[src/lcet_pkg.sv]
// ============================================================================
// lcet_pkg
// Shared types and constants for the line contrast edge timer.
// ============================================================================
package lcet_pkg;

    localparam int SAMPLE_W    = 12;
    localparam int PERIOD_W    = 10;
    localparam int TIME_W      = 32;
    localparam int CFG_INDEX_W = 8;
    localparam int CFG_DATA_W  = 16;

    localparam logic [CFG_INDEX_W-1:0] CFG_THRESHOLD = 8'd0;
    localparam logic [CFG_INDEX_W-1:0] CFG_PERIOD    = 8'd1;

    localparam logic [SAMPLE_W-1:0] THRESH_RESET = 12'd4050;
    localparam logic [PERIOD_W-1:0] PERIOD_RESET = 10'd25;

    typedef enum logic [1:0] {
        ST_IDLE,
        ST_DIV_INIT,
        ST_DIV,
        ST_DECIDE
    } lcet_state_t;

    typedef struct packed {
        logic load;      // accept sample, update ring and sum
        logic div_init;  // seed divider with current sum
        logic div_step;  // one restoring divide step
        logic emit;      // capture result, clear timer, flip surface
        logic tick;      // advance surface timer
    } lcet_cmd_t;

    typedef struct packed {
        logic transition;
    } lcet_status_t;

endpackage

[src/line_contrast_edge_timer.sv]
// ============================================================================
// line_contrast_edge_timer
// Windowed-average surface transition timer for a line sensor.
// ============================================================================
// Sequence: from the accepting edge the block seeds the divider, runs SUM_W
//   serial divide steps and decides; DECIDE holds a transition while the
//   previous result is unaccepted. A new sample is taken only in IDLE, once
//   the restoring divider, producing one quotient bit per cycle, is done.
// Reset: aresetn synchronous active low; clears the ring, sum, timer, result
//   valid, sets the surface to black and loads the default register values.
// ============================================================================
module line_contrast_edge_timer
    import lcet_pkg::*;
#(
    parameter int WINDOW = 3
) (
    input  logic                   aclk,
    input  logic                   aresetn,
    // sample input channel
    input  logic                   s_valid,
    output logic                   s_ready,
    input  logic [SAMPLE_W-1:0]    s_sample,
    // result channel
    output logic                   m_valid,
    input  logic                   m_ready,
    output logic                   m_left_black,
    output logic [TIME_W-1:0]      m_duration_ms,
    output logic [SAMPLE_W-1:0]    m_average_level,
    // configuration write channel; always ready
    input  logic                   cfg_valid,
    output logic                   cfg_ready,
    input  logic [CFG_INDEX_W-1:0] cfg_index,
    input  logic [CFG_DATA_W-1:0]  cfg_data
);

    // Sum of WINDOW 12-bit samples needs log2(WINDOW) extra bits.
    localparam int SUM_W = SAMPLE_W + $clog2(WINDOW);

    lcet_cmd_t    cmd;
    lcet_status_t status;

    // Register writes are always accepted; unknown indexes are dropped.
    assign cfg_ready = 1'b1;

    // Controller: IDLE takes a sample transaction, then seeds the divider,
    // runs SUM_W divide steps and decides. A transition waits in DECIDE only
    // while a previous result still sits unaccepted in the output register,
    // so a new sample may be taken while an older result is pending.
    lcet_ctrl #(
        .SUM_W (SUM_W)
    ) u_ctrl (
        .aclk    (aclk),
        .aresetn (aresetn),
        .s_valid (s_valid),
        .s_ready (s_ready),
        .m_valid (m_valid),
        .m_ready (m_ready),
        .cmd     (cmd),
        .status  (status)
    );

    // Datapath: ring of samples, running sum, average = floor(sum / fill),
    // threshold compare against the surface flag, saturating timer.
    lcet_datapath #(
        .WINDOW (WINDOW),
        .SUM_W  (SUM_W)
    ) u_datapath (
        .aclk            (aclk),
        .aresetn         (aresetn),
        .cmd             (cmd),
        .status          (status),
        .s_sample        (s_sample),
        .cfg_write       (cfg_valid && cfg_ready),
        .cfg_index       (cfg_index),
        .cfg_data        (cfg_data),
        .m_left_black    (m_left_black),
        .m_duration_ms   (m_duration_ms),
        .m_average_level (m_average_level)
    );

endmodule

[src/lcet_ctrl.sv]
// ============================================================================
// lcet_ctrl
// Sequencer: sample load, serial divide, decide/emit, result valid.
// ============================================================================
module lcet_ctrl
    import lcet_pkg::*;
#(
    parameter int SUM_W = 14
) (
    input  logic         aclk,
    input  logic         aresetn,
    input  logic         s_valid,
    output logic         s_ready,
    output logic         m_valid,
    input  logic         m_ready,
    output lcet_cmd_t    cmd,
    input  lcet_status_t status
);

    localparam int ITER_W = $clog2(SUM_W);

    lcet_state_t       state_reg, state_next;
    logic [ITER_W-1:0] iter_reg, iter_next;
    logic              m_valid_reg, m_valid_next;
    logic              out_free;

    assign m_valid  = m_valid_reg;
    assign out_free = !m_valid_reg || m_ready;

    always_ff @(posedge aclk) begin
        if (!aresetn) begin
            state_reg   <= ST_IDLE;
            iter_reg    <= '0;
            m_valid_reg <= 1'b0;
        end else begin
            state_reg   <= state_next;
            iter_reg    <= iter_next;
            m_valid_reg <= m_valid_next;
        end
    end

    always_comb begin
        state_next = state_reg;
        iter_next  = iter_reg;
        cmd        = '0;
        s_ready    = 1'b0;
        case (state_reg)
            ST_IDLE: begin
                s_ready = 1'b1;
                if (s_valid) begin
                    cmd.load   = 1'b1;
                    state_next = ST_DIV_INIT;
                end
            end
            ST_DIV_INIT: begin
                cmd.div_init = 1'b1;
                iter_next    = ITER_W'(SUM_W - 1);
                state_next   = ST_DIV;
            end
            ST_DIV: begin
                cmd.div_step = 1'b1;
                iter_next    = iter_reg - 1'b1;
                if (iter_reg == '0) begin
                    state_next = ST_DECIDE;
                end
            end
            ST_DECIDE: begin
                if (status.transition) begin
                    if (out_free) begin
                        cmd.emit   = 1'b1;
                        state_next = ST_IDLE;
                    end
                end else begin
                    cmd.tick   = 1'b1;
                    state_next = ST_IDLE;
                end
            end
            default: begin
                state_next = ST_IDLE;
            end
        endcase
    end

    always_comb begin
        if (cmd.emit) begin
            m_valid_next = 1'b1;
        end else if (m_ready) begin
            m_valid_next = 1'b0;
        end else begin
            m_valid_next = m_valid_reg;
        end
    end

endmodule

[src/lcet_datapath.sv]
// ============================================================================
// lcet_datapath
// Sample ring, running sum, serial divider, surface timer, config registers.
// ============================================================================
module lcet_datapath
    import lcet_pkg::*;
#(
    parameter int WINDOW = 3,
    parameter int SUM_W  = 14
) (
    input  logic                   aclk,
    input  logic                   aresetn,
    input  lcet_cmd_t              cmd,
    output lcet_status_t           status,
    input  logic [SAMPLE_W-1:0]    s_sample,
    input  logic                   cfg_write,
    input  logic [CFG_INDEX_W-1:0] cfg_index,
    input  logic [CFG_DATA_W-1:0]  cfg_data,
    output logic                   m_left_black,
    output logic [TIME_W-1:0]      m_duration_ms,
    output logic [SAMPLE_W-1:0]    m_average_level
);

    localparam int POS_W = (WINDOW > 1) ? $clog2(WINDOW) : 1;
    localparam int CNT_W = $clog2(WINDOW + 1);
    localparam int REM_W = CNT_W + 1;

    logic [SAMPLE_W-1:0] ring_reg [WINDOW];
    logic [POS_W-1:0]    pos_reg, pos_next;
    logic [CNT_W-1:0]    fill_reg, fill_next;
    logic [SUM_W-1:0]    sum_reg, sum_next;
    logic [SUM_W-1:0]    quot_reg, quot_next;
    logic [REM_W-1:0]    rem_reg, rem_next;
    logic                on_black_reg;
    logic [TIME_W-1:0]   time_reg, time_next;
    logic [SAMPLE_W-1:0] thr_reg;
    logic [PERIOD_W-1:0] per_reg;
    logic                left_black_reg;
    logic [TIME_W-1:0]   duration_reg;
    logic [SAMPLE_W-1:0] average_reg;

    logic [SAMPLE_W-1:0] old_sample;
    logic [REM_W-1:0]    shifted, fill_ext;
    logic [SAMPLE_W-1:0] avg;
    logic [TIME_W:0]     time_sum;

    assign m_left_black    = left_black_reg;
    assign m_duration_ms   = duration_reg;
    assign m_average_level = average_reg;

    // ring update and running sum
    always_comb begin
        old_sample = ring_reg[pos_reg];
        sum_next   = sum_reg - SUM_W'(old_sample) + SUM_W'(s_sample);
        if (pos_reg == POS_W'(WINDOW - 1)) begin
            pos_next = '0;
        end else begin
            pos_next = pos_reg + 1'b1;
        end
        if (fill_reg == CNT_W'(WINDOW)) begin
            fill_next = fill_reg;
        end else begin
            fill_next = fill_reg + 1'b1;
        end
    end

    // restoring divide step, one quotient bit per cycle
    always_comb begin
        shifted  = {rem_reg[REM_W-2:0], quot_reg[SUM_W-1]};
        fill_ext = REM_W'(fill_reg);
        if (shifted >= fill_ext) begin
            rem_next  = shifted - fill_ext;
            quot_next = {quot_reg[SUM_W-2:0], 1'b1};
        end else begin
            rem_next  = shifted;
            quot_next = {quot_reg[SUM_W-2:0], 1'b0};
        end
    end

    assign avg = quot_reg[SAMPLE_W-1:0];
    assign status.transition = on_black_reg ? (avg <= thr_reg) : (avg > thr_reg);

    // saturating timer
    always_comb begin
        time_sum = {1'b0, time_reg} + (TIME_W + 1)'(per_reg);
        if (time_sum[TIME_W]) begin
            time_next = '1;
        end else begin
            time_next = time_sum[TIME_W-1:0];
        end
    end

    always_ff @(posedge aclk) begin
        if (!aresetn) begin
            for (int i = 0; i < WINDOW; i++) begin
                ring_reg[i] <= '0;
            end
            pos_reg      <= '0;
            fill_reg     <= '0;
            sum_reg      <= '0;
            on_black_reg <= 1'b1;
            time_reg     <= '0;
            thr_reg      <= THRESH_RESET;
            per_reg      <= PERIOD_RESET;
        end else begin
            if (cmd.load) begin
                ring_reg[pos_reg] <= s_sample;
                pos_reg           <= pos_next;
                fill_reg          <= fill_next;
                sum_reg           <= sum_next;
            end
            if (cmd.emit) begin
                time_reg     <= '0;
                on_black_reg <= !on_black_reg;
            end else if (cmd.tick) begin
                time_reg <= time_next;
            end
            if (cfg_write) begin
                case (cfg_index)
                    CFG_THRESHOLD: thr_reg <= cfg_data[SAMPLE_W-1:0];
                    CFG_PERIOD:    per_reg <= cfg_data[PERIOD_W-1:0];
                    default: begin
                    end
                endcase
            end
        end
    end

    // divider and result payload, no reset needed
    always_ff @(posedge aclk) begin
        if (cmd.div_init) begin
            quot_reg <= sum_reg;
            rem_reg  <= '0;
        end else if (cmd.div_step) begin
            quot_reg <= quot_next;
            rem_reg  <= rem_next;
        end
        if (cmd.emit) begin
            left_black_reg <= on_black_reg;
            duration_reg   <= time_reg;
            average_reg    <= avg;
        end
    end

endmodule

[config.mk]
export PLATFORM = sky130hd
export DESIGN_NAME = line_contrast_edge_timer
export DESIGN_NICKNAME = d
export VERILOG_FILES = /design/src/lcet_pkg.sv /design/src/line_contrast_edge_timer.sv /design/src/lcet_ctrl.sv /design/src/lcet_datapath.sv
export SDC_FILE = /design/constraint.sdc
export NUM_CORES = 1
export LEC_CHECK = 0
export BUFFER_PORTS_ARGS = -buffer_cell sky130_fd_sc_hd__buf_2
export CAP_MARGIN = 20
export CELL_PAD_IN_SITES_DETAIL_PLACEMENT = 1
export CELL_PAD_IN_SITES_GLOBAL_PLACEMENT = 2
export CORE_MARGIN = 1
export CORE_UTILIZATION = 40
export CTS_CLUSTER_DIAMETER = 200
export DETAILED_ROUTE_END_ITERATION = 16
export PLACE_DENSITY = 0.76
export SLEW_MARGIN = 0
export SYNTH_ARGS = -nofsm -noshare
export SYNTH_HDL_FRONTEND = slang
export SYNTH_SLANG_ARGS = --single-unit
[constraint.sdc]
create_clock -name aclk -period 4.6 [get_ports aclk]
set_input_delay 0.92 -clock aclk [delete_from_list [all_inputs] [get_ports aclk]]
set_output_delay 0.92 -clock aclk [all_outputs]
set_load 0.01 [all_outputs]
==> results of run 1 <==
-- routing by layer --
layer / wire length [um] / global-route usage, % / vias to the layer above
li1: - / - / 3010
met1: 8940 / 21.5 / 3046
met2: 10900 / 34.6 / 82
met3: 452 / 2.67 / 19
met4: 375 / 6.93 / 0
met5: 0 / 0 / -
-- power groups by stage --
stage | clock [mW] | sequential, mW | combinational (mW)
2_1_floorplan | 0 | 2.26 | 1.32
3_3_place_gp | 0 | 2.30 | 1.68
3_5_place_dp | 0 | 2.32 | 1.77
4_1_cts | 1.56 | 2.28 | 1.78
5_1_grt | 1.64 | 2.31 | 1.99
6_report | 1.52 | 2.27 | 1.75
-- cells in the mapped netlist, drive strengths merged, types with 14 or more instances --
master / number / area (sq um)
nor2: 27 / 101
dfxtp: 84 / 1680
nand3: 18 / 90.1
a21oi: 42 / 210
nor3: 18 / 95.1
edfxtp: 107 / 3210
and3: 14 / 92.6
nand2: 52 / 203
nor4: 21 / 131
and2: 21 / 131
inv: 67 / 251
clkbuf: 31 / 116
xor2: 24 / 210
o21ai: 27 / 135
mux2i: 16 / 160
xnor2: 15 / 131
ha: 44 / 551
nor2b: 20 / 125
-- path summary, 6_finish.rpt --
kind / endpoint / startpoint / slack (ns)
min: u_datapath.m_duration_ms[0] / u_datapath.time_reg[0] / 0.47
max: u_datapath.sum_reg[12] / register / 0.62
min reg2reg: u_datapath.m_duration_ms[0] / u_datapath.time_reg[0] / 0.47
max reg2reg: u_datapath.sum_reg[12] / register / 0.62
-- cell type report --
class,count,area [sq um],area share [%]
inverter,67,251,2.41
timing repair buffer,95,505,4.85
clock buffer,17,425,4.08
sequential,191,4890,47.0
clock inverter,15,189,1.81
multi-input combinational,498,3800,36.5
tap,280,350,3.36
-- critical path, stage by stage (launching register included) --
cell and delay, ns:
dfxtp_1 0.65, mux4_2 0.58, fa_1 0.49, inv_1 0.07
fa_1 0.47, a21o_1 0.20, a21o_1 0.21, a21oi_1 0.24
o21ai_0 0.20, a31oi_1 0.29, xor2_1 0.19, o21ai_0 0.08
and2_1 0.19
-- through the flow --
step	worst slack [ns]	hold slack [ns]	util [%]	cell area, sq um
final	0.617	0.473	47.2	10400
after global routing	0.394	0.486	47.2	10400
after CTS	0.605	0.479	47.2	10400
after detailed placement	0.639	0.459	44.4	9810
after global placement	0.752	0.451	44.4	9810
after floorplan	0.769	0.426	-	9140
-- layout by cell type, fill, tap and decap left out, drive strengths merged, types with 4 or more instances in the layout --
| cell type | count |
|---|---|
| a211oi | 5 |
| a21boi | 6 |
| a21o | 10 |
| a21oi | 42 |
| a31oi | 4 |
| and2 | 21 |
| and3 | 14 |
| and4 | 4 |
| buf | 95 |
| clkbuf | 17 |
| clkinv | 5 |
| dfxtp | 84 |
| edfxtp | 107 |
| fa | 13 |
| ha | 44 |
| inv | 75 |
| mux2 | 13 |
| mux2i | 16 |
| mux4 | 12 |
| nand2 | 52 |
| nand2b | 5 |
| nand3 | 18 |
| nand4 | 13 |
| nor2 | 27 |
| nor2b | 20 |
| nor3 | 18 |
| nor4 | 21 |
| o211ai | 10 |
| o21a | 6 |
| o21ai | 27 |
| o21bai | 5 |
| o22ai | 11 |
| or3 | 5 |
| xnor2 | 15 |
| xor2 | 24 |
-- cells by family (layout without fill, tap and decap cells) --
| logic type | Yosys count | in the layout | synth area share (%) |
|---|---|---|---|
| AND/OR/NAND/NOR | 221 | 221 | 13.0 |
| flip-flops | 191 | 191 | 53.6 |
| AO/OA/AOI/OAI | 139 | 139 | 9.71 |
| buffers and inverters | 108 | 194 | 4.82 |
| adder cells (fa/ha/maj) | 57 | 57 | 8.87 |
| multiplexers | 41 | 41 | 6.31 |
| XOR/XNOR | 39 | 39 | 3.74 |
| other | 1 | 1 | 0.0410 |
==> impl_metrics.ini, run 1 <==
[cells_and_area]
nFillCells = 2390
syn2layout_area_growth_pct = 14.0
nets = 968
antenna_cells = 0
layout.cells.non_filler = 1163
drive_gt1_share_pct = 18.1
largest_reg_flops = 48

[floorplanning]
core_area_sq_um = 22100
dieWidth_um = 153
io_pins = 89
chipHeight_um = 153
dieArea_sq_um = 23500
start_util_pct = 41.4
rows = 54

[drt]
vias_per_cell = 5.29
ant_nets = 0
via_count = 6157
wl_um = 20700
drt_iter0_drc = 213
drc = 0
post_drt_wl_per_cell_um = 17.8
drt-pass1-iter-count = 4

[clocking]
postCtsSetupRepairBufs = 0
cts_resized = 0
clockBufferDepth = 2
clk_latency_ns = 0.44
postCtsHoldBufs = 0
numCtsBuffers = 17
htreeDepth = 4
clock_sinks = 191
cts-root-buf = clkbuf_16
cts_tree = built
cts.reportedPaths.clkPinSlew_ns = 0.08

[timing]
finalMaxSlewViolations = 0
fmax_mhz = 251
tightest_slew_ns = 1.05
setup-tns-final_ns = 0
finalCritPeriodShare_pct = 86.6
setup_viol_count_final = 0
rsz0062_at_grt = false
period_needed_ns = 3.98
hold_viol = 0
skew_ns = 0.0117
relSlewSlack_pct = 29.7

[power]
leakagePower_nw = 4.23
switchingPower_mw = 1.88
p_comb_share_pct = 31.6
power_mw = 5.55
p_seq_share_pct = 41.0
ir_drop_uv = 278
pwr-share-clk_pct = 27.4
intPower_mw = 3.67
switching_share_pct = 33.9
power_density_nw_per_um2 = 532

[synthesis]
yosysSeqAreaShare_pct = 53.6
yosysWarnings = 0
ys_ff_latch = 191
synth_flop_cell = edfxtp_1
syn_avg_cell_area_sq_um = 11.5
synth_cell_type_count = 59
synth_area_sq_um = 9140
async_reset_ff_share_pct = 0
synthCells = 797
synth_nets = 895
synth_edf_count = 107

[worst_setup_path]
start_kind = register
cp_data_required_time_ns = 4.93
arrival_ns = 4.32
path_class = reg -> reg
end_kind = register
ff2ff_path_depth = 12
critPathMaxFanout = 7

[min_path]
worstHoldPathCells = 0
worst_hold_path_type = reg -> reg

[placement]
place.gp.congestion = 0.799
dp_cells = 1131
hpwl_um = 14900
port_buffers = 83

[grt]
antenna_found_initial = 0
grtUsageTotal_pct = 18.6
grt_start_max_net_pins = 50
grt_pass1_wl_um = 34300
grt-ovfl-total = 0
grt_pass1_vias = 6703

[run_status]
outcome = completed

[run]
cap_violations = 0
No activity file was read; power rests on OpenSTA's default activity.
==> run 2: changes to the inputs <==
--- a/config.mk
+++ b/config.mk
@@ -14,7 +14,7 @@
 export CTS_CLUSTER_DIAMETER = 200
 export DETAILED_ROUTE_END_ITERATION = 16
 export PLACE_DENSITY = 0.76
-export SLEW_MARGIN = 0
 export SYNTH_ARGS = -nofsm -noshare
 export SYNTH_HDL_FRONTEND = slang
+export SYNTH_HIERARCHICAL = 1
 export SYNTH_SLANG_ARGS = --single-unit
==> run 2 against run 1 <==
Area after synthesis rose by 1.5%; routed wire length grew 4.2%; cell area is 1.9% higher; highest routed layer unchanged.
==> impl_metrics.ini, run 2 <==
[clocking]
clockBufferDepth = 2
cts_tree = built
cts_resized = 0
numCtsBuffers = 17
postCtsHoldBufs = 0
clk_latency_ns = 0.44
cts-root-buf = clkbuf_16
postCtsSetupRepairBufs = 0
clock_sinks = 191
htreeDepth = 4
cts.reportedPaths.clkPinSlew_ns = 0.08

[drt]
vias_per_cell = 5.43
drt_iter0_drc = 211
post_drt_wl_per_cell_um = 17.9
ant_nets = 0
wl_um = 21500
drc = 0
via_count = 6531
drt-pass1-iter-count = 4

[placement]
post-place-ws_ns = 0.596
hpwl_um = 15800
place.gp.congestion = 0.904
port_buffers = 83
dp_cells = 1170

[cells_and_area]
layout.cells.non_filler = 1202
largest_reg_flops = 48
final_common_cell = edfxtp_1
multi_input_area_sq_um = 3920
antenna_cells = 0
nFillCells = 2404
nets = 1003
syn2layout_area_growth_pct = 14.5
drive_gt1_share_pct = 19.3
final_cell_mix = edfxtp_1, dfxtp_1, buf_2, inv_1, nor2_1
regArea_sq_um = 4890

[timing]
setup-tns-final_ns = 0
rsz0062_at_grt = false
tightest_slew_ns = 0.883
relSlewSlack_pct = 40.9
finalMaxSlewViolations = 0
setup_viol_count_final = 0
finalCritPeriodShare_pct = 87.2
hold_viol = 0
setup_ws_ns = 0.589
fmax_mhz = 249
skew_ns = 0.0122
period_needed_ns = 4.01

[synthesis]
synth_compound_area_share_pct = 10.9
muxShareOfSynthArea_pct = 6.76
yosysWarnings = 6
synth_cell_type_count = 70
synth_nets = 922
syn_avg_cell_area_sq_um = 11.3
yosysSeqAreaShare_pct = 52.8
async_reset_ff_share_pct = 0
ys_ff_latch = 191
synth_common_cells = edfxtp_1, dfxtp_1, inv_1, nor2_1, ha_1
synthCells = 823
synthTopCellsByArea = edfxtp_1, dfxtp_1, ha_1
synth_fa_ha_area_share_pct = 8.87
synth_top_family_by_area = simple AND/OR/NAND/NOR gates
yosysTopAreaCell = edfxtp_1
synth_edf_count = 107
synth_flop_cell = edfxtp_1
yosys.area.top_type_share_pct = 34.6
yosys.area_share.simple_pct = 13.7
synth_area_sq_um = 9280
yosysMostFrequentCell = edfxtp_1
synth_xor_area_share_pct = 1.89

[run]
cap_violations = 0

[worst_setup_path]
reg2reg_setup_slack_ns = 0.59
arrival_ns = 4.36
crit_family = simple AND/OR/NAND/NOR gates
cp_num_buf_inv = 0
crit_path_max_incr_delay_ns = 0.52
crit_slowest_cell = o41ai_1
cp_data_required_time_ns = 4.95
crit_chain = ha_1, a21o_1, a21o_1, a21oi_1, nor2_1, o41ai_1, xnor2_1, nor2b_1, nand3_1, nor2_1, o211ai_4, or2_1, and4_1, nor3_1
start_kind = register
critPathMaxFanout = 17
end_kind = register
path_class = reg -> reg

[grt]
grt_pass1_wl_um = 35400
grt-ovfl-total = 0
grtUsageTotal_pct = 19.0
antenna_found_initial = 0
grt_pass1_vias = 7025
grt_start_max_net_pins = 36

[floorplanning]
dieArea_sq_um = 23800
dieWidth_um = 154
chipHeight_um = 154
core_area_sq_um = 22700
start_util_pct = 40.9
io_pins = 89
rows = 55

[power]
power_mw = 5.89
power_density_nw_per_um2 = 554
leakagePower_nw = 4.29
ir_drop_uv = 250

[run_status]
outcome = completed

[min_path]
worst_hold_path_type = reg -> reg
## run 2: cell count changes in the layout (fill, tap and decap cells not counted), moves of 12 or more
| cell | delta |
|---|---|
| and2_1 | -13 |
| inv_1 | +12 |
| nor2_1 | +31 |
| nor2b_1 | -12 |
| nor3_1 | +13 |
| xor2_1 | -19 |
## run 2: metrics by stage
stage / util (%) / hold WS (ns) / area [sq um]
finish: 46.8 / 0.469 / 10600
detailed placement: 44.1 / 0.444 / 10000
global route: 46.8 / 0.476 / 10600
floorplan: - / 0.423 / 9280
global placement: 44.1 / 0.441 / 10000
CTS: 46.8 / 0.464 / 10600
## run 2: layout make-up
type                            count  share of cell area (%)
Sequential cell                   191                    46.1
Multi-Input combinational cell    516                    36.9
Timing Repair Buffer               98                    5.09
Clock buffer                       17                    4.00
Tap cell                          285                    3.36
Inverter                           80                    2.83
Clock inverter                     15                    1.71
## run 2: worst paths after layout
path | from | to | cells after the start
worst min register to register | u_datapath/time_reg[31] | u_datapath/m_duration_ms[31] | 0
worst max register to register | u_datapath/quot_reg[5] | u_datapath/time_reg[30] | 14
worst min-delay path | u_datapath/time_reg[31] | u_datapath/m_duration_ms[31] | 0
worst max-delay path | u_datapath/quot_reg[5] | u_datapath/time_reg[30] | 14
## run 2: logic make-up after synthesis
group,count (synthesis)
AO/OA/AOI/OAI,148
XOR/XNOR,20
adder cells (fa/ha/maj),58
buffers and inverters,116
flip-flops,191
multiplexers,46
other,1
AND/OR/NAND/NOR,243
## run 2: layer usage
layer | up-vias | part of all wire [%] | global-route usage [%]
li1 | 3171 | - | -
met1 | 3237 | 44 | 22.0
met2 | 97 | 53 | 35.8
met3 | 26 | 2.3 | 3.03
met4 | 0 | 1.4 | 5.56
met5 | - | 0 | 0
## run 2: power breakdown
group,switching [mW],internal (mW),total (mW),leakage (nW)
sequential,0.178,2.12,2.30,1.73
combinational,1.21,0.894,2.10,2.27
clock,0.747,0.743,1.49,0.296
total,2.13,3.76,5.89,4.29
